### src/rtl/tcc_pkg.sv
`timescale 1ns / 1ps
// ============================================================================
// tcc_pkg
// Shared sizes, character codes and command types of the text console.
// ============================================================================
package tcc_pkg;

    // buffer geometry
    localparam int ROWS = 29;
    localparam int COLS = 71;

    // field widths of the request and result channels
    localparam int CHAR_W      = 8;
    localparam int ROW_FIELD_W = 5;
    localparam int COL_FIELD_W = 7;

    // internal widths
    localparam int ROW_W     = (ROWS > 1) ? $clog2(ROWS) : 1;
    localparam int COL_W     = $clog2(COLS);
    localparam int CY_W      = $clog2(ROWS + 2);
    localparam int LEN_W     = $clog2(COLS + 1);
    localparam int RAM_DEPTH = ROWS * (2 ** COL_W);
    localparam int ADDR_W    = $clog2(RAM_DEPTH);
    localparam int TAB_W     = 3;

    // command queue
    localparam int Q_DEPTH = 2;
    localparam int Q_PTR_W = $clog2(Q_DEPTH);
    localparam int Q_CNT_W = $clog2(Q_DEPTH + 1);

    // opcodes
    localparam logic OP_APPEND = 1'b0;
    localparam logic OP_READ   = 1'b1;

    // character codes
    localparam logic [CHAR_W-1:0] CHAR_NUL        = 8'h00;
    localparam logic [CHAR_W-1:0] CHAR_TAB        = 8'h09;
    localparam logic [CHAR_W-1:0] CHAR_NEWLINE    = 8'h0A;
    localparam logic [CHAR_W-1:0] CHAR_SPACE      = 8'h20;
    localparam logic [CHAR_W-1:0] CHAR_REPLACE    = 8'h3F;
    localparam logic [CHAR_W-1:0] CHAR_LAST_PRINT = 8'h7E;

    typedef enum logic [2:0] {
        CMD_READ,
        CMD_SKIP,
        CMD_TAB,
        CMD_NEWLINE,
        CMD_CHAR
    } cmd_kind_t;

    typedef struct packed {
        cmd_kind_t               kind;
        logic [CHAR_W-1:0]       ch;
        logic [ROW_FIELD_W-1:0]  row;
        logic [COL_FIELD_W-1:0]  col;
    } cmd_t;

    typedef struct packed {
        logic empty;
        logic full;
    } q_flags_t;

endpackage

### src/rtl/tcc_queue.sv
`timescale 1ns / 1ps
// ============================================================================
// tcc_queue
// Short command queue between the front and back ends.
// ============================================================================
module tcc_queue (
    input  logic              clk,
    input  logic              rst_n,
    input  logic              push,
    input  tcc_pkg::cmd_t     wdata,
    input  logic              pop,
    output tcc_pkg::cmd_t     head,
    output tcc_pkg::q_flags_t flags
);
    import tcc_pkg::*;

    cmd_t               slot_reg [Q_DEPTH];
    logic [Q_PTR_W-1:0] rd_ptr_reg, rd_ptr_next;
    logic [Q_PTR_W-1:0] wr_ptr_reg, wr_ptr_next;
    logic [Q_CNT_W-1:0] count_reg,  count_next;

    assign head        = slot_reg[rd_ptr_reg];
    assign flags.empty = (count_reg == '0);
    assign flags.full  = (count_reg == Q_CNT_W'(Q_DEPTH));

    always_comb
    begin
        rd_ptr_next = rd_ptr_reg;
        wr_ptr_next = wr_ptr_reg;
        count_next  = count_reg;
        if (push)
        begin
            wr_ptr_next = (wr_ptr_reg == Q_PTR_W'(Q_DEPTH - 1)) ? '0 : wr_ptr_reg + 1'b1;
        end
        if (pop)
        begin
            rd_ptr_next = (rd_ptr_reg == Q_PTR_W'(Q_DEPTH - 1)) ? '0 : rd_ptr_reg + 1'b1;
        end
        if (push && !pop)
        begin
            count_next = count_reg + 1'b1;
        end
        else if (pop && !push)
        begin
            count_next = count_reg - 1'b1;
        end
    end

    always_ff @(posedge clk or negedge rst_n)
    begin
        if (!rst_n)
        begin
            rd_ptr_reg <= '0;
            wr_ptr_reg <= '0;
            count_reg  <= '0;
        end
        else
        begin
            rd_ptr_reg <= rd_ptr_next;
            wr_ptr_reg <= wr_ptr_next;
            count_reg  <= count_next;
        end
    end

    always_ff @(posedge clk)
    begin
        if (push)
        begin
            slot_reg[wr_ptr_reg] <= wdata;
        end
    end

endmodule

### config.mk
export PLATFORM = sky130hd
export DESIGN_NAME = tcc_queue
export DESIGN_NICKNAME = d
export VERILOG_FILES = /design/src/rtl/tcc_pkg.sv /design/src/rtl/tcc_queue.sv
export SDC_FILE = /design/constraint.sdc
export NUM_CORES = 1
export LEC_CHECK = 0
export BUFFER_PORTS_ARGS = -buffer_cell sky130_fd_sc_hd__buf_2
export CORE_ASPECT_RATIO = 0.75
export CORE_MARGIN = 1
export CORE_UTILIZATION = 50
export DETAILED_ROUTE_END_ITERATION = 8
export PLACE_DENSITY = 0.83
export SETUP_SLACK_MARGIN = 0.3
export SYNTH_ARGS = -nofsm -noshare
export SYNTH_HDL_FRONTEND = slang
export SYNTH_SLANG_ARGS = --single-unit
### constraint.sdc
create_clock -name clk -period 5.9 [get_ports clk]
set_input_delay 0.885 -clock clk [delete_from_list [all_inputs] [get_ports clk]]
set_output_delay 0.885 -clock clk [all_outputs]
set_load 0.02 [all_outputs]
==> impl_metrics.env <==
export IMPL_synth_edf_count=46
export IMPL_drive_gt1_frac=0.559
export IMPL_clockRootBuffer="clkbuf_8"
export IMPL_hp_class="input port to async pin"
export IMPL_fin_nets=172
export IMPL_slew_violations=0
export IMPL_hold_buffers=0
export IMPL_rrSetupSlack_ns=4.16
export IMPL_postPlaceCellArea_sq_um=2230
export IMPL_layout_area_overhead_vs_synth_pct=18.4
export IMPL_ios=52
export IMPL_setup_viol=0
export IMPL_crit_fanout=23
export IMPL_critPathCaptureType="output port"
export IMPL_crit_start="rd_ptr_reg$_DFFE_PN0P_"
export IMPL_synthMuxAreaShare=0.169
export IMPL_ys_seq_elements=50
export IMPL_async_flop_share=0.0800
export IMPL_drtAntennaViolNets=0
export IMPL_start_util=0.529
export IMPL_crit_end="head[8]"
export IMPL_syn_inst=88
export IMPL_synthDominantCellAreaShare=0.709
export IMPL_timing_hold_ws_ns=0.390
export IMPL_largest_register_ffs=46
export IMPL_fmax_ghz=0.402
export IMPL_finalSetupTns_ns=0
export IMPL_maxSlewHeadroom=0.205
export IMPL_yosys_area_share_simple=0.0135
export IMPL_ff_latch_area_sq_um=1480
export IMPL_place_congestion=0.651
export IMPL_grt_antenna_before_repair=0
export IMPL_grt_use_total=0.162
export IMPL_finalHoldViolCount=0
export IMPL_clk_path_buf_depth=2
export IMPL_n_antenna_cell=0
export IMPL_timing_rr_end="slot_reg[0][18]$_DFFE_PP_"
export IMPL_synth_top_family_by_area="multiplexers"
export IMPL_worst_ep_arrival_time_ns=1.60
export IMPL_yosysMostFrequentCell="edfxtp_1"
export IMPL_syn_area_per_cell_sq_um=22.2
export IMPL_status="finished, final reports clean"
export IMPL_synth_fa_ha_area_frac=0.00642
export IMPL_pwr_density_cell_nw_per_um2=472
export IMPL_syn_area_sq_um=1950
export IMPL_rows=19
export IMPL_worst_setup_path_type="flop to output port"
export IMPL_grt_overflow_total=0
export IMPL_ys_types=13
export IMPL_drv_cap=0
export IMPL_wl_per_cell_um=15.0
export IMPL_layout_setup_ws_ns=3.41
export IMPL_timing_rr_start="wr_ptr_reg$_DFFE_PN0P_"
export IMPL_fp_dieH_um=56.1
export IMPL_cts_setup_buffers=0
export IMPL_numCtsBuffers=5
export IMPL_ctsResizeCount=0
export IMPL_dp_slack_ns=3.51
export IMPL_dr_pass1_iters=4
export IMPL_rsz0062_at_grt="no"
export IMPL_vias_per_cell=4.79
export IMPL_multi_input_area_sq_um=415
export IMPL_period_share=0.422
export IMPL_wl_mm=2.95
export IMPL_synthTopCellsByArea="edfxtp_1 71%, mux2_4 15%, dfrtp_1 5.1%"
export IMPL_grt_max_degree=24
export IMPL_synth_fp_nets=116
export IMPL_drc=0
export IMPL_core_area_sq_um=3680
export IMPL_max_slew_worst_pin_slew_ns=1.19
export IMPL_placed_cells=189
export IMPL_synth_compound_area_frac=0
export IMPL_synth_area_leader_cell="edfxtp_1"
export IMPL_ir_drop_uv=345
export IMPL_n_fill_cell=279
export IMPL_grt_pass1_wl_mm=4.58
export IMPL_die_w_um=74.1
export IMPL_post_route_min_period_ns=2.49
export IMPL_clock_sinks=50
export IMPL_via_count=943
export IMPL_fin_area_sq_um=2310
export IMPL_p_leak_uw=0.000942
export IMPL_stdcell_count=197
export IMPL_synth_xor_area_frac=0.0225
export IMPL_clk_pin_slew_ns=0.08
export IMPL_die_area_sq_um=4160
export IMPL_synthTopCellsByCount="46 x edfxtp_1, 19 x mux2_4, 4 x dfrtp_1, 4 x mux2_2, 4 x xor2_1"
export IMPL_grt_pass1_vias=939
export IMPL_skew_ns=0.00437
export IMPL_worstPathRequired_ns=5.02
export IMPL_yosysWarningCount=0
export IMPL_h_tree_depth=2
export IMPL_cts_tree="yes"
export IMPL_drt_initial_drc_count=55
export IMPL_insertion_delay_ns=0.29
export IMPL_synth_seq_area_share=0.760
export IMPL_reg2reg_depth=1
export IMPL_synthFlopType="edfxtp_1"
export IMPL_start_kind="flop"
export IMPL_io_buffers=51
-- where the power goes --
group          leakage (uW)  internal [uW]  switching (uW)
Combinational      0.000424            178             224
Clock             0.0000395           84.3            98.4
Sequential         0.000478            475            28.8
Total              0.000942            737             351
-- area by class of cell --
cell class,instances,area share
Tap cell,52,0.0282
Timing Repair Buffer,52,0.114
Clock buffer,8,0.0347
Inverter,1,0.00163
Sequential cell,50,0.642
Multi-Input combinational cell,34,0.180
-- stage by stage --
stage / power (uW) / util
after detailed placement: 920 / 0.605
after global placement: 905 / 0.605
final: 1090 / 0.626
after floorplan: 838 / -
after global routing: 1140 / 0.626
after CTS: 1100 / 0.626
-- placed cells by master (no fill, tap or decap), drive strengths merged --
| cell | netlist | layout |
|---|---|---|
| dfrtp | 4 | 4 |
| nor2b | 2 | 2 |
| clkbuf | 0 | 8 |
| buf | 3 | 52 |
| nor2 | 2 | 2 |
| edfxtp | 46 | 46 |
| xnor2 | 1 | 1 |
| mux2 | 23 | 23 |
| xor2 | 4 | 4 |
| inv | 1 | 1 |
| and2 | 1 | 1 |
| ha | 1 | 1 |
-- cells by family (layout without fill, tap and decap cells) --
family | after synthesis | in the layout
xor+xnor | 5 | 5
fa+ha+maj | 1 | 1
buf+inv | 4 | 61
flops | 50 | 50
mux | 23 | 23
simple gates | 5 | 5
-- layer usage --
layer / GRT usage / vias to the layer above / wire [um]
li1: - / 445 / -
met1: 0.198 / 454 / 1250
met2: 0.244 / 40 / 1440
met3: 0.0779 / 4 / 221
met4: 0.0659 / 0 / 43
met5: 0 / - / 0
-- worst min-delay path by stage --
stage / startpoint / end / slack [ns]
2_1_floorplan: wr_ptr_reg$_DFFE_PN0P_ / wr_ptr_reg$_DFFE_PN0P_ / 0.46
3_3_place_gp: rd_ptr_reg$_DFFE_PN0P_ / rd_ptr_reg$_DFFE_PN0P_ / 0.46
3_5_place_dp: rd_ptr_reg$_DFFE_PN0P_ / rd_ptr_reg$_DFFE_PN0P_ / 0.48
4_1_cts: rst_n / rd_ptr_reg$_DFFE_PN0P_ / 0.38
5_1_grt: rst_n / rd_ptr_reg$_DFFE_PN0P_ / 0.37
6_report: rst_n / rd_ptr_reg$_DFFE_PN0P_ / 0.39
-- worst max-delay path: stages, from the launching register on --
cell	delay (ns)
dfrtp_1	0.38
buf_4	0.39
mux2_2	0.39
buf_2	0.16
Power figures use the tool's default switching activity.
