--- src/rtl/tcc_pkg.sv ---
`timescale 1ns / 1ps
// ============================================================================
// tcc_pkg
// Shared sizes, character codes and command types of the text console.
// ============================================================================
package tcc_pkg;

    // buffer geometry
    localparam int ROWS = 29;
    localparam int COLS = 71;

    // field widths of the request and result channels
    localparam int CHAR_W      = 8;
    localparam int ROW_FIELD_W = 5;
    localparam int COL_FIELD_W = 7;

    // internal widths
    localparam int ROW_W     = (ROWS > 1) ? $clog2(ROWS) : 1;
    localparam int COL_W     = $clog2(COLS);
    localparam int CY_W      = $clog2(ROWS + 2);
    localparam int LEN_W     = $clog2(COLS + 1);
    localparam int RAM_DEPTH = ROWS * (2 ** COL_W);
    localparam int ADDR_W    = $clog2(RAM_DEPTH);
    localparam int TAB_W     = 3;

    // command queue
    localparam int Q_DEPTH = 2;
    localparam int Q_PTR_W = $clog2(Q_DEPTH);
    localparam int Q_CNT_W = $clog2(Q_DEPTH + 1);

    // opcodes
    localparam logic OP_APPEND = 1'b0;
    localparam logic OP_READ   = 1'b1;

    // character codes
    localparam logic [CHAR_W-1:0] CHAR_NUL        = 8'h00;
    localparam logic [CHAR_W-1:0] CHAR_TAB        = 8'h09;
    localparam logic [CHAR_W-1:0] CHAR_NEWLINE    = 8'h0A;
    localparam logic [CHAR_W-1:0] CHAR_SPACE      = 8'h20;
    localparam logic [CHAR_W-1:0] CHAR_REPLACE    = 8'h3F;
    localparam logic [CHAR_W-1:0] CHAR_LAST_PRINT = 8'h7E;

    typedef enum logic [2:0] {
        CMD_READ,
        CMD_SKIP,
        CMD_TAB,
        CMD_NEWLINE,
        CMD_CHAR
    } cmd_kind_t;

    typedef struct packed {
        cmd_kind_t               kind;
        logic [CHAR_W-1:0]       ch;
        logic [ROW_FIELD_W-1:0]  row;
        logic [COL_FIELD_W-1:0]  col;
    } cmd_t;

    typedef struct packed {
        logic empty;
        logic full;
    } q_flags_t;

endpackage

--- src/rtl/tcc_req_if.sv ---
`timescale 1ns / 1ps
// ============================================================================
// tcc_req_if
// Request channel: append or read, with valid/ready handshake.
// ============================================================================
interface tcc_req_if;
    import tcc_pkg::*;

    logic                   valid;
    logic                   ready;
    logic                   opcode;
    logic [CHAR_W-1:0]      char_code;
    logic [ROW_FIELD_W-1:0] read_row;
    logic [COL_FIELD_W-1:0] read_col;

    modport source (output valid, output opcode, output char_code, output read_row,
                    output read_col, input ready);
    modport sink   (input valid, input opcode, input char_code, input read_row,
                    input read_col, output ready);
endinterface

--- src/rtl/tcc_front.sv ---
`timescale 1ns / 1ps
// ============================================================================
// tcc_front
// Takes requests while the queue has room and sorts them into commands.
// ============================================================================
module tcc_front (
    tcc_req_if.sink           request,
    input  tcc_pkg::q_flags_t q_flags,
    output logic              push,
    output tcc_pkg::cmd_t     cmd
);
    import tcc_pkg::*;

    assign request.ready = !q_flags.full;
    assign push          = request.valid && !q_flags.full;

    always_comb
    begin
        cmd.row  = request.read_row;
        cmd.col  = request.read_col;
        cmd.ch   = request.char_code;
        cmd.kind = CMD_CHAR;
        if (request.opcode == OP_READ)
        begin
            cmd.kind = CMD_READ;
        end
        else
        begin
            unique case (request.char_code)
                CHAR_NUL:     cmd.kind = CMD_SKIP;
                CHAR_TAB:
                begin
                    cmd.kind = CMD_TAB;
                    cmd.ch   = CHAR_SPACE;
                end
                CHAR_NEWLINE: cmd.kind = CMD_NEWLINE;
                default:
                begin
                    // control codes and anything past tilde show as '?'
                    cmd.kind = CMD_CHAR;
                    if (request.char_code < CHAR_SPACE || request.char_code > CHAR_LAST_PRINT)
                    begin
                        cmd.ch = CHAR_REPLACE;
                    end
                end
            endcase
        end
    end

endmodule

--- src/flat_wrapper.sv ---
// flat-port wrapper written by rule: the top's interface ports become plain ports
module tcc_front_flat import tcc_pkg::*;
  (q_flags, push, cmd, request_valid, request_opcode, request_char_code, request_read_row, request_read_col, request_ready);
  tcc_req_if request_i ();
  input  tcc_pkg::q_flags_t q_flags;
  output logic push;
  output tcc_pkg::cmd_t cmd;
  input wire logic [$bits(request_i.valid)-1:0] request_valid;
  input wire logic [$bits(request_i.opcode)-1:0] request_opcode;
  input wire logic [$bits(request_i.char_code)-1:0] request_char_code;
  input wire logic [$bits(request_i.read_row)-1:0] request_read_row;
  input wire logic [$bits(request_i.read_col)-1:0] request_read_col;
  output wire logic [$bits(request_i.ready)-1:0] request_ready;
  assign request_i.valid = request_valid;
  assign request_i.opcode = request_opcode;
  assign request_i.char_code = request_char_code;
  assign request_i.read_row = request_read_row;
  assign request_i.read_col = request_read_col;
  assign request_ready = request_i.ready;
  tcc_front u_core (.request(request_i), .q_flags(q_flags), .push(push), .cmd(cmd));
endmodule
--- config.mk ---
export PLATFORM = sky130hd
export DESIGN_NAME = tcc_front_flat
export DESIGN_NICKNAME = d
export VERILOG_FILES = /design/src/rtl/tcc_pkg.sv /design/src/rtl/tcc_req_if.sv /design/src/rtl/tcc_front.sv /design/src/flat_wrapper.sv
export SDC_FILE = /design/constraint.sdc
export NUM_CORES = 1
export LEC_CHECK = 0
export ABC_AREA = 0
export BUFFER_PORTS_ARGS = -buffer_cell sky130_fd_sc_hd__buf_2
export CORE_AREA = 5 5 42 44
export DETAILED_ROUTE_END_ITERATION = 6
export DIE_AREA = 0 0 47 49
export PLACE_DENSITY = 0.68
export RECOVER_POWER = 100
export SYNTH_ARGS = -nofsm -noshare
export SYNTH_HDL_FRONTEND = slang
export SYNTH_SLANG_ARGS = --single-unit
--- constraint.sdc ---
create_clock -name vclk -period 2.81
set_input_delay 0.562 -clock vclk [all_inputs]
set_output_delay 0.562 -clock vclk [all_outputs]
set_load 0.005 [all_outputs]
==> results.tsv, run 1 <==
stage	metric	value	unit
outcome	outcome	finished clean	
timing	slew_violations	0	
layout	nFillCells	171	
yosys	synth_cells	49	
timing	whs	1.124	ns
critical_path	critPathLaunch	request_char_code[2]	
global_route	grt_util_met2	11.99	%
routing	vias	364	
critical_path	path_cells	clkbuf_2, or4_4, nand2b_4, or4_4, o21a_1, buf_2	
place	portBuffers	24	
routing	drtAntennaViolNets	0	
place	dpl.hpwl	775.9	um
layout	drive_gt1_share	32.20	%
clock_network	cts_hold_buf	0	
timing	finalHoldViolCount	0	
critical_path	timing.critical_path.buf_inv	2	
floorplanning	boundaryPins	49	
layout	areaGrowthSynthToFinish	9.615	%
timing	setup_tns	0	ns
yosys	synth_seq_area_share	0	%
global_route	gr-max-usage-layer	met2	
timing	worstMarginPinSlew	0.4730	ns
critical_path	cp_max_fo	5	
layout	regArea	0	um^2
layout	nets	85	
critical_path	crit_path_end	cmd[15]	
yosys	synth_area_per_cell	6.639	um^2
timing	relSlewSlack	68.22	%
layout	antenna_cells	0	
routing	drtPass1Iterations	4	
place	globalplace.congestion	0.8254	
global_route	grt_pass1_wl	1400	um
power_and_ir_drop	ir_drop	0.03373	mV
hold_path	hp-class	in -> out	
floorplanning	die_w	47	um
clock_network	cts_setup_buffers	0	
floorplanning	design.core.area	1401	um^2
layout	final_core_util	25.45	%
yosys	synth_nets	73	
routing	drt-wirelength-per-cell	12.45	um
place	dpl-instance-area	367.9	um^2
critical_path	slowest_stage	or4_4	
global_route	grt_use_met1	10.22	%
floorplanning	start_util	23.21	%
routing	drc	0	
critical_path	cp-end-kind	output port	
global_route	grt_usage	7.368	%
critical_path	cp_num_cells	6	
yosys	syn-cell-area	325.3	um^2
floorplanning	rows	14	
global_route	use_met3	1.107	%
routing	first_iter_violations	5	
critical_path	cpPeakStageDelay	0.54	ns
global_route	grt_pass1_vias	306	
critical_path	crit_family	simple AND/OR/NAND/NOR gates	
critical_path	path_class	in -> out	
power_and_ir_drop	p_per_area	129.3	nW/um^2
layout	clkbuf_count	0	
routing	via_per_inst	4.853	
timing	period_needed	2.705	ns
flow_run	maxCapViolations	0	
critical_path	cpMostUsedCell	or4_4	
timing	fmax	0.3696	GHz
layout	numSequentialCells	0	
global_route	overflow	0	
critical_path	critPathArrivalTime	2.14	ns
layout	finalInstanceArea	356.6	um^2
power_and_ir_drop	p_leak	0.1560	nW
routing	routed_wl	934	um
timing	fin_crit_sh	96.28	%
power_and_ir_drop	power.total	0.00004609	W
global_route	grt_antenna_before_repair	0	
timing	setup_viol	0	
clock_network	ctsResizeCount	0	
critical_path	required	2.25	ns
critical_path	start_kind	input port	
floorplanning	die_area	2303	um^2
global_route	grt_max_degree	11	
timing	rsz0062_at_grt	no	
yosys	yosysWarnings	0	
floorplanning	die_h	49	um
yosys	ys_types	20	
## routing by layer
layer | vias up | wire length, um
li1 | 182 | -
met1 | 157 | 379
met2 | 23 | 414
met3 | 2 | 134
met4 | 0 | 5
met5 | - | 0
## cells in the final DEF (no fill, tap or decap)
cell type and count:
nand4_1 1, o21a_1 6, and2_1 1, or4_4 2, nand2_1 3, a21o_1 1
nand2b_4 1, nor3_1 2, buf_2 14, clkbuf_1 9, xor2_1 2, or3_2 1
a211o_1 1, a21oi_1 2, clkbuf_2 1, nor2b_1 1, nor2_1 4, or3_1 1
nor4_1 3, inv_1 2, o31ai_1 1
## cells in the mapped netlist
library cell,number,area share (%)
or3_2,1,2.3
nor4_1,3,5.8
and2_1,1,1.9
nor2b_1,1,1.9
xor2_1,2,5.4
o21a_1,6,14
or3_1,1,1.9
a21oi_1,2,3.1
nor2_1,4,4.6
a21o_1,1,2.3
inv_1,2,2.3
nor3_1,2,3.1
buf_4,12,28
or4_4,2,6.9
a211o_1,1,2.7
nand4_1,1,1.9
nand2b_4,1,4.2
nand2_1,3,3.5
clkbuf_1,2,2.3
o31ai_1,1,2.3
## area by class of cell
| cell class | instances | area, um^2 | share of cell area [%] |
|---|---|---|---|
| Timing Repair Buffer | 24 | 108.9 | 30.53 |
| Tap cell | 16 | 20.02 | 5.614 |
| Multi-Input combinational cell | 33 | 220.2 | 61.75 |
| Inverter | 2 | 7.507 | 2.105 |
## power breakdown
part	internal, W	switching [W]
clock network	0	0
registers	0	0
logic	0.0000210	0.0000251
## worst min path at each step
stage / cells after the start / start / endpoint / slack, ns
floorplan: 1 / q_flags[0] / request_ready / 1.15
global placement: 0 / request_read_row[3] / cmd[10] / 1.12
detailed placement: 0 / request_read_row[3] / cmd[10] / 1.12
CTS: 0 / request_read_row[3] / cmd[10] / 1.12
global route: 0 / request_read_row[4] / cmd[11] / 1.12
finish: 0 / request_read_col[3] / cmd[3] / 1.12
## cell families (layout without fill, tap and decap cells)
logic type,Yosys count,in the layout,synth area share (%)
xor gates and xnor gates,2,2,5.386
buffers and inverters,16,26,32.31
AOI/OAI and AO/OA,11,11,24.23
and+or+nand+nor,20,20,38.08
## through the flow
step / setup slack, ns / std cells
floorplan: 0.3814 / 49
global placement: 0.1045 / 75
detailed placement: 0.08696 / 75
CTS: 0.08401 / 75
global route: 0.04093 / 75
finish: 0.1046 / 75
Note: power is estimated with default switching activity, not from simulation.
==> run 2, diff against run 1 <==
==> constraint.sdc (replaced) <==
create_clock -name vclk -period 2.81
set_input_delay 0.1405 -clock vclk [all_inputs]
set_output_delay 0.1405 -clock vclk [all_outputs]
set_load 0.005 [all_outputs]
==> results.tsv, run 2 (synthesis results as in run 1) <==
stage	metric	value	unit	change
clock_network	ctsResizeCount	0		unchanged
layout	areaGrowthSynthToFinish	5.385	%	
floorplanning	start_util	23.21	%	unchanged
critical_path	required	2.67	ns	+0.42 ns
critical_path	start_kind	input port		
timing	period_needed	2.032	ns	-0.6738 ns
layout	finalInstanceArea	342.8	um^2	-3.9%
place	dpl-instance-area	367.9	um^2	unchanged
layout	regArea	0	um^2	unchanged
routing	via_per_inst	4.920		+1.4%
floorplanning	die_w	47	um	unchanged
routing	first_iter_violations	1		-4
global_route	grt_antenna_before_repair	0		unchanged
layout	drive_gt1_share	28.81	%	-3.4 points
floorplanning	design.core.area	1401	um^2	unchanged
layout	nets	85		unchanged
clock_network	cts_hold_buf	0		unchanged
timing	fin_crit_sh	72.30	%	-24 points
place	portBuffers	24		unchanged
clock_network	cts_setup_buffers	0		unchanged
global_route	grt_pass1_vias	325		+6.2%
global_route	grt_usage	7.579	%	+0.21 points
timing	setup_tns	0	ns	unchanged
layout	antenna_cells	0		unchanged
routing	drtPass1Iterations	2		-2
layout	clkbuf_count	0		unchanged
place	pre_cts_ws	0.9334	ns	+0.8464 ns
power_and_ir_drop	p_leak	0.1443	nW	-7.5%
global_route	grt_pass1_wl	1435	um	+2.5%
global_route	grt_max_degree	11		unchanged
layout	final_common_cell	buf_2		
timing	post-route-worst-setup-slack	0.7784	ns	+0.6738 ns
power_and_ir_drop	ir_drop	0.02831	mV	-16%
routing	routed_wl	887	um	-5.0%
global_route	overflow	0		unchanged
power_and_ir_drop	p_per_area	130.1	nW/um^2	+0.67%
place	dpl.hpwl	771.4	um	-0.58%
floorplanning	rows	14		unchanged
critical_path	cp_max_fo	5		unchanged
hold_path	hp-class	in -> out		
routing	drtAntennaViolNets	0		unchanged
flow_run	maxCapViolations	0		unchanged
timing	whs	0.2810	ns	-0.8430 ns
floorplanning	boundaryPins	49		unchanged
routing	drt-wirelength-per-cell	11.83	um	-5.0%
timing	worstMarginPinSlew	0.4797	ns	+0.006660 ns
critical_path	cp-end-kind	output port		
layout	mostFrequentLayoutCells	buf_2 (16), clkbuf_1 (8), o21a_1 (6)		
floorplanning	die_area	2303	um^2	unchanged
timing	finalHoldViolCount	0		unchanged
outcome	outcome	finished clean		
timing	rsz0062_at_grt	no		
timing	slew_violations	0		unchanged
layout	numSequentialCells	0		unchanged
timing	setup_viol	0		unchanged
routing	drc	0		unchanged
timing	fmax	0.4922	GHz	+33%
place	globalplace.congestion	0.8109		-1.8%
critical_path	critPathArrivalTime	1.89	ns	-0.25 ns
timing	relSlewSlack	67.77	%	-0.45 points
routing	vias	369		+1.4%
critical_path	path_class	in -> out		
floorplanning	die_h	49	um	unchanged
run 2: power by group:
part / switching (W) / total [W] / internal, W
Sequential: 0 / 0 / 0
Combinational: 0.0000240 / 0.0000446 / 0.0000206
Clock: 0 / 0 / 0
run 2: cell type report:
cell class | instances | area [um^2]
fillers | 175 | 1059
multi-input cells | 33 | 205.2
repair buffers | 24 | 110.1
well taps | 16 | 20.02
inverters | 2 | 7.507
run 2: worst paths after layout:
kind | from | endpoint | depth (start not counted)
worst max-delay path | request_char_code[2] | cmd[15] | 6
worst min-delay path | request_read_col[3] | cmd[3] | 0
run 2: worst max-delay path, cell delays in order:
cell and delay, ns:
clkbuf_1 0.11, or4_1 0.57, nand2b_1 0.24, or4_1 0.57, o21a_1 0.14, buf_2 0.12
run 2: per-layer routing:
| metal | track usage, % | vias to the layer above | part of all wire (%) |
|---|---|---|---|
| met5 | 0 | - | 0 |
| met4 | 0.9217 | 0 | 0.56 |
| met3 | 1.476 | 2 | 16 |
| met2 | 12.44 | 23 | 44 |
| met1 | 10.22 | 161 | 39 |
| li1 | - | 183 | - |
run 2: through the flow:
step / util (%) / total power (W) / instances
after CTS: 26.25 / 0.00004805 / 75
after global placement: 26.25 / 0.00004680 / 75
final: 24.46 / 0.00004461 / 75
after detailed placement: 26.25 / 0.00004784 / 75
after global routing: 24.46 / 0.00005080 / 75
after floorplan: - / 0.00003776 / 49
==> run 3, diff against run 2 <==
- PLACE_DENSITY: 0.68 -> 0.71
- clock period: 2.81 -> 1.7 ns (I/O delays scaled with it)
==> results.tsv, run 3 (synthesis results as in run 1) <==
stage	metric	value	unit	change
power_and_ir_drop	ir_drop	0.06871	mV	+140%
routing	first_iter_violations	17		+16
layout	clkbuf_count	0		unchanged
layout	regArea	0	um^2	unchanged
place	portBuffers	24		unchanged
outcome	outcome	finished clean		
global_route	grt_max_degree	11		unchanged
layout	areaGrowthSynthToFinish	21.92	%	
timing	setup_viol	0		unchanged
timing	finalHoldViolCount	0		unchanged
routing	via_per_inst	5.114		+3.9%
critical_path	critPathArrivalTime	1.57	ns	-0.32 ns
routing	routed_wl	942	um	+6.2%
floorplanning	die_w	47	um	unchanged
timing	period_needed	1.660	ns	
global_route	grt_usage	7.368	%	-0.21 points
critical_path	cp_max_fo	4		-1
layout	drive_gt1_share	46.03	%	+17 points
layout	nets	89		+4.7%
floorplanning	boundaryPins	49		unchanged
power_and_ir_drop	p_per_area	212.3	nW/um^2	+63%
layout	antenna_cells	0		unchanged
routing	drtAntennaViolNets	0		unchanged
place	dpl.hpwl	772	um	about the same
layout	numSequentialCells	0		unchanged
critical_path	required	1.62	ns	-1.05 ns
timing	post-route-worst-setup-slack	0.04015	ns	-0.7383 ns
layout	mostFrequentLayoutCells	buf_2 (20), o21a_1 (6), nor2_1 (4), clkbuf_1 (4)		
clock_network	cts_setup_buffers	0		unchanged
global_route	grt_pass1_wl	1407	um	-2.0%
critical_path	path_class	in -> out		
hold_path	hp-class	in -> out		
routing	drc	0		unchanged
timing	worstMarginPinSlew	0.5217	ns	+0.04199 ns
critical_path	cp-end-kind	output port		
routing	drtPass1Iterations	4		+2
place	dpl-instance-area	397.9	um^2	+8.2%
global_route	grt_pass1_vias	350		+7.7%
clock_network	cts_hold_buf	0		unchanged
timing	slew_violations	0		unchanged
floorplanning	die_h	49	um	unchanged
critical_path	start_kind	input port		
timing	relSlewSlack	64.95	%	-2.8 points
timing	whs	0.1700	ns	-0.1110 ns
place	pre_cts_ws	-0.01098	ns	-0.9444 ns
timing	fin_crit_sh	97.64	%	
floorplanning	design.core.area	1401	um^2	unchanged
timing	rsz0062_at_grt	no		
floorplanning	die_area	2303	um^2	unchanged
global_route	overflow	0		unchanged
routing	drt-wirelength-per-cell	11.92	um	+0.82%
routing	vias	404		+9.5%
layout	nFillCells	168		-4.0%
power_and_ir_drop	p_leak	0.1859	nW	+29%
place	globalplace.congestion	0.8060		-0.60%
layout	finalInstanceArea	396.6	um^2	+16%
flow_run	maxCapViolations	0		unchanged
global_route	grt_antenna_before_repair	0		unchanged
floorplanning	rows	14		unchanged
timing	fmax	0.6025	GHz	
floorplanning	start_util	23.21	%	unchanged
timing	setup_tns	0	ns	unchanged
layout	final_common_cell	buf_2		
[run 3: cell types whose count changed in the layout (fill, tap and decap cells not counted)]
cell      previous run  this run
buf_4                0         3
or4_1                2         0
clkbuf_1             8         4
nor4_1               3         2
nand2b_1             1         0
or4_4                0         2
buf_2               16        20
nand2b_4             0         1
nor4_2               0         1
clkbuf_2             0         1
[run 3: final cells by class]
type               count  area, um^2  area share, %
well taps             16       20.02          5.047
repair buffers        28       142.6          35.96
inverters              2       7.507          1.893
multi-input cells     33       226.5          57.10
[run 3: final timing paths]
check | startpoint | endpoint | cells after the start | slack (ns)
setup / recovery | request_char_code[2] | cmd[14] | 6 | 0.04
hold / removal | request_read_col[4] | cmd[4] | 0 | 0.17
[run 3: power breakdown]
| part | total [W] | leakage [nW] | switching, W | internal [W] |
|---|---|---|---|---|
| Sequential | 0 | 0 | 0 | 0 |
| Clock | 0 | 0 | 0 | 0 |
| Combinational | 0.0000842 | 0.186 | 0.0000434 | 0.0000408 |
[run 3: what timing repair did]
action                                  4_1_cts  5_1_grt
endpoints found under the hold margin         0        0
resized for setup                             0        1
pin swaps                                     1        0
endpoints found under the setup margin        4        3
[run 3: critical path, stage by stage]
cell and delay (ns):
buf_2 0.10, or4_4 0.55, nand2b_4 0.16, or4_4 0.44, o21a_1 0.12, buf_2 0.12
[run 3: per-stage QoR]
step	util [%]	power, W	instances
after floorplan	-	0.00006241	49
after CTS	28.39	0.00008528	79
final	28.30	0.00008421	79
after global placement	28.39	0.00008343	79
after global routing	28.30	0.00009353	79
after detailed placement	28.39	0.00008479	79
[run 3: layer usage]
metal	vias up	wire [um]	global-route usage, %
li1	189	-	-
met1	177	373	9.783
met2	32	393	12.22
met3	6	151	0
met4	0	24	2.765
met5	-	0	0
